File: src/rtl/core/krt_pkg.sv
`timescale 1ns / 1ps
`default_nettype none
// ----------------------------------------------------------------------------
// krt_pkg: shared types and constants of the keyed record table
// Record layout, command and status codes, controller states and sizes.
// ----------------------------------------------------------------------------
package krt_pkg;

	localparam int TableDepth = 32;
	localparam int MaxResults = 32;
	localparam int IdxW = $clog2(TableDepth);
	localparam int CntW = $clog2(TableDepth + 1);
	localparam int ResW = $clog2(MaxResults + 1);

	typedef enum logic [2:0] {
		CMD_SAVE     = 3'd0,
		CMD_FIND_ID  = 3'd1,
		CMD_FIND_SYM = 3'd2,
		CMD_LIST     = 3'd3,
		CMD_REMOVE   = 3'd4
	} cmd_t;

	typedef enum logic [1:0] {
		ST_OK       = 2'd0,
		ST_MISS     = 2'd1,
		ST_CONFLICT = 2'd2,
		ST_FULL     = 2'd3
	} status_t;

	typedef enum logic [2:0] {
		S_IDLE,
		S_SCAN,
		S_FINISH,
		S_APPLY,
		S_COMPACT
	} state_t;

	typedef struct packed {
		logic [31:0] id;
		logic [63:0] symbol;
		logic [31:0] channel;
	} entry_t;

	typedef struct packed {
		status_t status;
		entry_t  rec;
		logic    last;
	} result_t;

	function automatic result_t empty_result(status_t st);
		result_t r;
		r.status = st;
		r.rec    = '0;
		r.last   = 1'b1;
		return r;
	endfunction

	function automatic result_t entry_result(entry_t e, logic last);
		result_t r;
		r.status = ST_OK;
		r.rec    = e;
		r.last   = last;
		return r;
	endfunction

endpackage
`default_nettype wire

File: src/rtl/core/krt_ifs.sv
`timescale 1ns / 1ps
`default_nettype none
// ----------------------------------------------------------------------------
// krt_ifs: request and response channels of the keyed record table
// Valid/ready channels; a transfer happens when valid and ready are both high.
// ----------------------------------------------------------------------------
interface krt_req_if;
	logic        valid;
	logic        ready;
	logic [2:0]  cmd;
	logic [31:0] key_id;
	logic [63:0] key_symbol;
	logic [31:0] key_channel;

	modport source (output valid, cmd, key_id, key_symbol, key_channel, input ready);
	modport sink (input valid, cmd, key_id, key_symbol, key_channel, output ready);
endinterface

interface krt_rsp_if;
	logic        valid;
	logic        ready;
	logic [1:0]  status;
	logic        record_valid;
	logic [31:0] rec_id;
	logic [63:0] rec_symbol;
	logic [31:0] rec_channel;
	logic        last;

	modport source (output valid, status, record_valid, rec_id, rec_symbol, rec_channel,
		last, input ready);
	modport sink (input valid, status, record_valid, rec_id, rec_symbol, rec_channel,
		last, output ready);
endinterface
`default_nettype wire

File: src/rtl/core/krt_cell.sv
`timescale 1ns / 1ps
`default_nettype none
// ----------------------------------------------------------------------------
// krt_cell: one record slot of the rotating table
// Takes the record of its neighbor whenever the ring shifts.
// ----------------------------------------------------------------------------
module krt_cell import krt_pkg::*; (
	input  wire logic   clk,
	input  wire logic   shift,
	input  wire entry_t d,
	output entry_t      q
);

	entry_t entry_q;

	always_ff @(posedge clk) begin
		if (shift) begin
			entry_q <= d;
		end
	end

	assign q = entry_q;

endmodule
`default_nettype wire

File: src/rtl/core/keyed_record_table_core.sv
`timescale 1ns / 1ps
`default_nettype none
// Flow: a request is scanned in one rotation of the ring (which halts while the
// response side stalls), then its final response is registered in S_FINISH.
// An accepted save or a remove that hits adds a second rotation to write or close the gap.
// Requests: none is taken until the previous one is done, and the ring of record cells
// rotates once per pass.
// Reset: arst_n clears the count, state and response valid; record cells are not cleared.
// ----------------------------------------------------------------------------
// keyed_record_table_core: ordered record table with id, symbol and channel keys
// The records sit in a ring of cells; the head cell is examined as the ring rotates.
// ----------------------------------------------------------------------------
module keyed_record_table_core import krt_pkg::*; (
	input  wire logic clk,
	input  wire logic arst_n,
	krt_req_if.sink   req,
	krt_rsp_if.source rsp
);

	entry_t  cell_q [TableDepth];
	entry_t  tail_d;
	logic    shift;

	state_t  state_q, state_d;
	logic [IdxW-1:0] k_q, k_d, pos_q, pos_d;
	logic [CntW-1:0] count_q, count_d;
	logic [2:0]      cmd_q, cmd_d;
	entry_t  key_q, key_d;
	logic    hit_q, hit_d, conflict_q, conflict_d, pend_v_q, pend_v_d;
	entry_t  hit_rec_q, hit_rec_d, pend_q, pend_d;
	logic [ResW-1:0] taken_q, taken_d;
	logic    out_v_q, out_load;
	result_t out_q, out_d;

	logic slot_free, in_range, last_k, id_eq, sym_eq, chan_eq, sel_eq;
	entry_t head, nxt;

	for (genvar i = 0; i < TableDepth; i++) begin : g_cell
		entry_t d;
		if (i == TableDepth - 1) begin : g_tail
			assign d = tail_d;
		end else begin : g_mid
			assign d = cell_q[i+1];
		end
		krt_cell u_cell (.clk(clk), .shift(shift), .d(d), .q(cell_q[i]));
	end

	assign head      = cell_q[0];
	assign nxt       = cell_q[1];
	assign slot_free = !out_v_q || rsp.ready;
	assign in_range  = CntW'(k_q) < count_q;
	assign last_k    = k_q == IdxW'(TableDepth - 1);
	assign id_eq     = head.id == key_q.id;
	assign sym_eq    = head.symbol == key_q.symbol;
	assign chan_eq   = head.channel == key_q.channel;
	assign sel_eq    = (cmd_q == CMD_FIND_SYM) ? sym_eq : id_eq;

	always_ff @(posedge clk or negedge arst_n) begin
		if (!arst_n) begin
			state_q <= S_IDLE;
			count_q <= '0;
			out_v_q <= 1'b0;
		end else begin
			state_q <= state_d;
			count_q <= count_d;
			if (out_load) begin
				out_v_q <= 1'b1;
			end else if (rsp.ready) begin
				out_v_q <= 1'b0;
			end
		end
	end

	always_ff @(posedge clk) begin
		k_q        <= k_d;
		pos_q      <= pos_d;
		cmd_q      <= cmd_d;
		key_q      <= key_d;
		hit_q      <= hit_d;
		conflict_q <= conflict_d;
		hit_rec_q  <= hit_rec_d;
		pend_v_q   <= pend_v_d;
		pend_q     <= pend_d;
		taken_q    <= taken_d;
		if (out_load) begin
			out_q <= out_d;
		end
	end

	always_comb begin
		state_d    = state_q;
		k_d        = k_q;
		pos_d      = pos_q;
		count_d    = count_q;
		cmd_d      = cmd_q;
		key_d      = key_q;
		hit_d      = hit_q;
		conflict_d = conflict_q;
		hit_rec_d  = hit_rec_q;
		pend_v_d   = pend_v_q;
		pend_d     = pend_q;
		taken_d    = taken_q;
		out_load   = 1'b0;
		out_d      = out_q;
		shift      = 1'b0;
		tail_d     = head;
		req.ready  = 1'b0;

		case (state_q)
			S_IDLE: begin
				req.ready = 1'b1;
				if (req.valid) begin
					cmd_d       = req.cmd;
					key_d       = '{id: req.key_id, symbol: req.key_symbol,
						channel: req.key_channel};
					k_d         = '0;
					hit_d       = 1'b0;
					conflict_d  = 1'b0;
					pend_v_d    = 1'b0;
					taken_d     = '0;
					state_d     = S_SCAN;
				end
			end
			S_SCAN: begin
				// The ring only moves when the response register is free.
				shift = slot_free;
				if (slot_free) begin
					if (in_range) begin
						if (sym_eq && !id_eq) begin
							conflict_d = 1'b1;
						end
						if (!hit_q && sel_eq) begin
							hit_d     = 1'b1;
							pos_d     = k_q;
							hit_rec_d = head;
						end
						if (cmd_q == CMD_LIST && chan_eq && taken_q < ResW'(MaxResults)) begin
							// Hold one match back so the final one can carry last.
							if (pend_v_q) begin
								out_load = 1'b1;
								out_d    = entry_result(pend_q, 1'b0);
							end
							pend_v_d = 1'b1;
							pend_d   = head;
							taken_d  = taken_q + ResW'(1);
						end
					end
					k_d = k_q + IdxW'(1);
					if (last_k) begin
						k_d     = '0;
						state_d = S_FINISH;
					end
				end
			end
			S_FINISH: begin
				if (slot_free) begin
					out_load = 1'b1;
					out_d    = empty_result(ST_MISS);
					state_d  = S_IDLE;
					case (cmd_q)
						CMD_SAVE: begin
							if (conflict_q) begin
								out_d = empty_result(ST_CONFLICT);
							end else if (hit_q) begin
								out_d   = entry_result(key_q, 1'b1);
								state_d = S_APPLY;
							end else if (count_q == CntW'(TableDepth)) begin
								out_d = empty_result(ST_FULL);
							end else begin
								out_d   = entry_result(key_q, 1'b1);
								pos_d   = IdxW'(count_q);
								count_d = count_q + CntW'(1);
								state_d = S_APPLY;
							end
						end
						CMD_FIND_ID, CMD_FIND_SYM: begin
							if (hit_q) begin
								out_d = entry_result(hit_rec_q, 1'b1);
							end
						end
						CMD_LIST: begin
							if (pend_v_q) begin
								out_d = entry_result(pend_q, 1'b1);
							end
						end
						CMD_REMOVE: begin
							if (hit_q) begin
								out_d   = entry_result(hit_rec_q, 1'b1);
								count_d = count_q - CntW'(1);
								state_d = S_COMPACT;
							end
						end
						default: begin
							out_d = empty_result(ST_MISS);
						end
					endcase
				end
			end
			S_APPLY: begin
				shift = 1'b1;
				if (k_q == pos_q) begin
					tail_d = key_q;
				end
				k_d = k_q + IdxW'(1);
				if (last_k) begin
					k_d     = '0;
					state_d = S_IDLE;
				end
			end
			S_COMPACT: begin
				// From the removed slot on, each slot takes its successor's record.
				shift = 1'b1;
				if (k_q >= pos_q) begin
					tail_d = nxt;
				end
				k_d = k_q + IdxW'(1);
				if (last_k) begin
					k_d     = '0;
					state_d = S_IDLE;
				end
			end
			default: begin
				state_d = S_IDLE;
			end
		endcase
	end

	assign rsp.valid        = out_v_q;
	assign rsp.status       = out_q.status;
	assign rsp.record_valid = out_q.rec.id != '0;
	assign rsp.rec_id       = out_q.rec.id;
	assign rsp.rec_symbol   = out_q.rec.symbol;
	assign rsp.rec_channel  = out_q.rec.channel;
	assign rsp.last         = out_q.last;

endmodule
`default_nettype wire

File: src/flat_wrapper.sv
// flat-port wrapper written by rule: the top's interface ports become plain ports
module keyed_record_table_core_flat import krt_pkg::*;
  (clk, arst_n, req_valid, req_cmd, req_key_id, req_key_symbol, req_key_channel, req_ready, rsp_valid, rsp_status, rsp_record_valid, rsp_rec_id, rsp_rec_symbol, rsp_rec_channel, rsp_last, rsp_ready);
  krt_req_if req_i ();
  krt_rsp_if rsp_i ();
  input  wire logic clk;
  input  wire logic arst_n;
  input wire logic [$bits(req_i.valid)-1:0] req_valid;
  input wire logic [$bits(req_i.cmd)-1:0] req_cmd;
  input wire logic [$bits(req_i.key_id)-1:0] req_key_id;
  input wire logic [$bits(req_i.key_symbol)-1:0] req_key_symbol;
  input wire logic [$bits(req_i.key_channel)-1:0] req_key_channel;
  output wire logic [$bits(req_i.ready)-1:0] req_ready;
  output wire logic [$bits(rsp_i.valid)-1:0] rsp_valid;
  output wire logic [$bits(rsp_i.status)-1:0] rsp_status;
  output wire logic [$bits(rsp_i.record_valid)-1:0] rsp_record_valid;
  output wire logic [$bits(rsp_i.rec_id)-1:0] rsp_rec_id;
  output wire logic [$bits(rsp_i.rec_symbol)-1:0] rsp_rec_symbol;
  output wire logic [$bits(rsp_i.rec_channel)-1:0] rsp_rec_channel;
  output wire logic [$bits(rsp_i.last)-1:0] rsp_last;
  input wire logic [$bits(rsp_i.ready)-1:0] rsp_ready;
  assign req_i.valid = req_valid;
  assign req_i.cmd = req_cmd;
  assign req_i.key_id = req_key_id;
  assign req_i.key_symbol = req_key_symbol;
  assign req_i.key_channel = req_key_channel;
  assign req_ready = req_i.ready;
  assign rsp_valid = rsp_i.valid;
  assign rsp_status = rsp_i.status;
  assign rsp_record_valid = rsp_i.record_valid;
  assign rsp_rec_id = rsp_i.rec_id;
  assign rsp_rec_symbol = rsp_i.rec_symbol;
  assign rsp_rec_channel = rsp_i.rec_channel;
  assign rsp_last = rsp_i.last;
  assign rsp_i.ready = rsp_ready;
  keyed_record_table_core u_core (.clk(clk), .arst_n(arst_n), .req(req_i), .rsp(rsp_i));
endmodule
File: config.mk
export PLATFORM = sky130hd
export DESIGN_NAME = keyed_record_table_core_flat
export DESIGN_NICKNAME = d
export VERILOG_FILES = /design/src/rtl/core/krt_pkg.sv /design/src/rtl/core/krt_ifs.sv /design/src/rtl/core/krt_cell.sv /design/src/rtl/core/keyed_record_table_core.sv /design/src/flat_wrapper.sv
export SDC_FILE = /design/constraint.sdc
export NUM_CORES = 2
export LEC_CHECK = 0
export ABC_AREA = 1
export BUFFER_PORTS_ARGS = -buffer_cell sky130_fd_sc_hd__clkbuf_2
export CAP_MARGIN = 25
export CELL_PAD_IN_SITES_DETAIL_PLACEMENT = 0
export CELL_PAD_IN_SITES_GLOBAL_PLACEMENT = 2
export CORE_ASPECT_RATIO = 0.8
export CORE_MARGIN = 2
export CORE_UTILIZATION = 50
export DETAILED_ROUTE_END_ITERATION = 16
export PLACE_DENSITY_LB_ADDON = 0.1
export RECOVER_POWER = 50
export SLEW_MARGIN = 10
export SYNTH_ARGS = -nofsm -noshare
export SYNTH_HDL_FRONTEND = slang
export SYNTH_SLANG_ARGS = --single-unit
File: constraint.sdc
create_clock -name clk -period 382.3 [get_ports clk]
set_input_delay 19.115 -clock clk [delete_from_list [all_inputs] [get_ports clk]]
set_output_delay 19.115 -clock clk [all_outputs]
set_load 0.01 [all_outputs]
==> impl_metrics.env <==
export IMPL_die_w_um=615
export IMPL_min_period_ns=33.00
export IMPL_gp_congestion=0.798
export IMPL_row_count=179
export IMPL_ys_types=39
export IMPL_p_sw_share_pct=27.2
export IMPL_final_layout_size_suffix_gt1_share_pct=12.3
export IMPL_pwr_share_seq_pct=62.3
export IMPL_grt_pass1_vias=57100
export IMPL_syn_area_per_cell_um2=22.1
export IMPL_cp_arrival_ns=33.60
export IMPL_wirelength_mm=257
export IMPL_irDropWorstVdd_v=0.0000113
export IMPL_dieArea_mm2=0.303
export IMPL_drt_vias_per_instance=5.10
export IMPL_finalSetupViolations=0
export IMPL_synth_fp_nets=6924
export IMPL_design_core_area_mm2=0.297
export IMPL_final_cell_count_no_fill=11800
export IMPL_power_density_mw_per_mm2=10.1
export IMPL_rrSetupSlack_ns=366.69
export IMPL_yosys_most_used_dff="edfxtp_1"
export IMPL_critPathRequiredTime_ns=382.90
export IMPL_worstMarginPinSlew_ns=11.65
export IMPL_ys_seq_area_share_pct=93.3
export IMPL_pin_count=269
export IMPL_grt_antenna_before_repair=12
export IMPL_clock_sinks=4643
export IMPL_initial_utilization_pct=50.2
export IMPL_critPathBufInv=9
export IMPL_detail_route_antenna_nets=0
export IMPL_p_switching_mw=0.469
export IMPL_endpoint_kind="flip-flop"
export IMPL_ctsResizeCount=0
export IMPL_syn_instance_count=6772
export IMPL_relSlewSlack_pct=-677
export IMPL_netlist_area_mm2=0.149
export IMPL_hold_violations=0
export IMPL_status="finished with violations"
export IMPL_slowest_stage="clkbuf_1"
export IMPL_finalPower_mw=1.72
export IMPL_clock_latency_ns=0.92
export IMPL_critPathMostFrequentCell="buf_12"
export IMPL_violations="capacitance limit, slew limit"
export IMPL_detail_route_wl_per_cell_um=21.8
export IMPL_cp_start_kind="input pin"
export IMPL_final_common_cell="edfxtp_1"
export IMPL_path_cells="clkbuf_1 -> nor2_1 -> o21ai_4 -> clkbuf_1 -> buf_4 -> buf_12 -> buf_12 -> buf_12 -> buf_4 -> buf_4 -> buf_12"
export IMPL_path_max_fanout=214
export IMPL_p_int_mw=1.26
export IMPL_chipHeight_um=493
export IMPL_post_route_period_util_pct=8.63
export IMPL_cts_buffers=435
export IMPL_holdWs_ns=0.376
export IMPL_synth_seq_cells=4643
export IMPL_p_leak_nw=57.8
export IMPL_grt_max_degree=215
export IMPL_slew_violations=510
export IMPL_grt_util_all_layers_pct=16.6
export IMPL_cts_root_buf="clkbuf_16"
export IMPL_place_inst=11000
export IMPL_layout_nets=7578
export IMPL_synth_enable_flop_cells=4633
export IMPL_gr_total_overflow=0
export IMPL_clk_pin_slew_ns=0.07
export IMPL_hpwl_mm=137
export IMPL_pwr_share_comb_pct=13.3
export IMPL_worstHoldPathType="flip-flop to flip-flop"
export IMPL_vias=60000
export IMPL_yosys_warnings=0
export IMPL_portBuffers=268
export IMPL_max_freq_ghz=0.0303
export IMPL_clockBufferDepth=4
export IMPL_first_iter_violations=6491
export IMPL_worstSetupPathType="input pin to flip-flop"
export IMPL_drv_cap=8
export IMPL_cts_hold_buffers=0
export IMPL_fill_cells=21800
export IMPL_p_clk_share_pct=24.4
export IMPL_synthArstFlopShare_pct=0.215
export IMPL_post_route_drc_count=0
export IMPL_post_cts_setup_buffer_count=0
export IMPL_area_delta_synth_final_pct=13.8
export IMPL_first_pass_iters=5
export IMPL_htree_num_levels=5
export IMPL_rsz0062_at_grt="no"
export IMPL_final_cell_mix="4,633 x edfxtp_1, 679 x nand2_1, 437 x clkbuf_16"
export IMPL_clock_skew_ns=0.0620
export IMPL_cts_tree="yes"
export IMPL_crit_family="buffers and inverters"
export IMPL_grt_pass1_wl_mm=375
export IMPL_fin_tns_setup_ns=0
export IMPL_cpPeakStageDelay_ns=8.05
==> power groups by stage <==
stage | combinational [mW] | sequential [mW] | clock (mW)
global placement | 0.225 | 1.07 | 0
detailed placement | 0.231 | 1.07 | 0
finish | 0.229 | 1.07 | 0.421
global route | 0.255 | 1.10 | 0.454
floorplan | 0.142 | 5.06 | 0
CTS | 0.231 | 1.07 | 0.435
==> layout make-up <==
cell class	count	area [um^2]	area share (%)
inverters	329	1240	0.727
flip-flops and latches	4643	139000	82.0
clock inverters	267	2710	1.59
clock buffers	526	11300	6.63
multi-input cells	1663	8120	4.78
diodes	3	7.51	0.00442
repair buffers	354	2240	1.32
well taps	3982	4980	2.93
==> registers in the layout, summed over array words and instances (netlist names) <==
signal,flops
u_core.rsp.valid,1
u_core.rsp.rec_id,32
u_core.rsp.last,1
u_core.state_q,3
u_core.pend_q,128
u_core.rsp.rec_channel,32
u_core.count_q,6
u_core.hit_rec_q,128
u_core.conflict_q,1
u_core.pos_q,5
u_core.key_q,128
u_core.g_cell.u_cell.q,4096
u_core.rsp.status,2
u_core.cmd_q,3
u_core.taken_q,6
u_core.rsp.rec_symbol,64
u_core.pend_v_q,1
u_core.k_q,5
u_core.hit_q,1
==> synthesized netlist by cell type, types with 10 or more instances <==
library cell     n  area (um^2)
xnor2_1         29          254
dfrtp_1         10          250
buf_2           43          215
edfxtp_1      4633       139000
nand2_1        681         2560
nor2_1         102          383
buf_1           11         41.3
o21ai_1         39          195
nor3_1          10         50.1
a21oi_1         14         70.1
ha_1            16          200
o21ai_0        192          961
inv_1          321         1200
a22oi_1         96          721
xor2_1          32          280
nand4_1         14         87.6
nand3_1        396         1980
clkbuf_1        66          248
==> final timing paths <==
check | cells after the start | startpoint | end
hold / removal | 0 | u_core.g_cell[28].u_cell.q[41]$_DFFE_PP_ | u_core.g_cell[27].u_cell.q[41]$_DFFE_PP_
setup / recovery | 11 | rsp_ready | u_core.g_cell[18].u_cell.q[75]$_DFFE_PP_
max in group asynchronous | 1 | arst_n | u_core.rsp.valid$_DFFE_PN0P_
setup reg to reg | 11 | u_core.state_q[2]$_DFFE_PN0P_ | u_core.g_cell[20].u_cell.q[75]$_DFFE_PP_
hold reg to reg | 0 | u_core.g_cell[28].u_cell.q[41]$_DFFE_PP_ | u_core.g_cell[27].u_cell.q[41]$_DFFE_PP_
min in group asynchronous | 1 | arst_n | u_core.count_q[3]$_DFFE_PN0P_
==> through the flow <==
step,worst slack (ns),utilization [%],instance area [um^2]
after floorplan,64.52,-,149000
after global placement,356.41,52.4,156000
after detailed placement,356.22,52.4,156000
after CTS,357.22,57.1,170000
after global routing,347.78,57.2,170000
final,349.30,57.2,170000
==> layer usage <==
metal  share of wire [%]  routed length (um)  global-route usage (%)
met2                  44              114000                    24.0
met1                  48              123000                    25.8
met3                 4.7               12000                    2.81
met5              0.0051                  13                       0
met4                 2.9                7470                    5.33
==> logic make-up (layout without fill, tap and decap cells) <==
family,after synthesis,count (layout),share of synthesized area [%]
xor gates and xnor gates,61,61,0.358
AOI/OAI and AO/OA,354,354,1.37
and+or+nand+nor,1231,1231,3.52
buffers and inverters,466,1476,1.27
adders and majority gates,17,17,0.147
other,0,3,0
DFF,4643,4643,93.3
(Power assumes the default switching activity.)
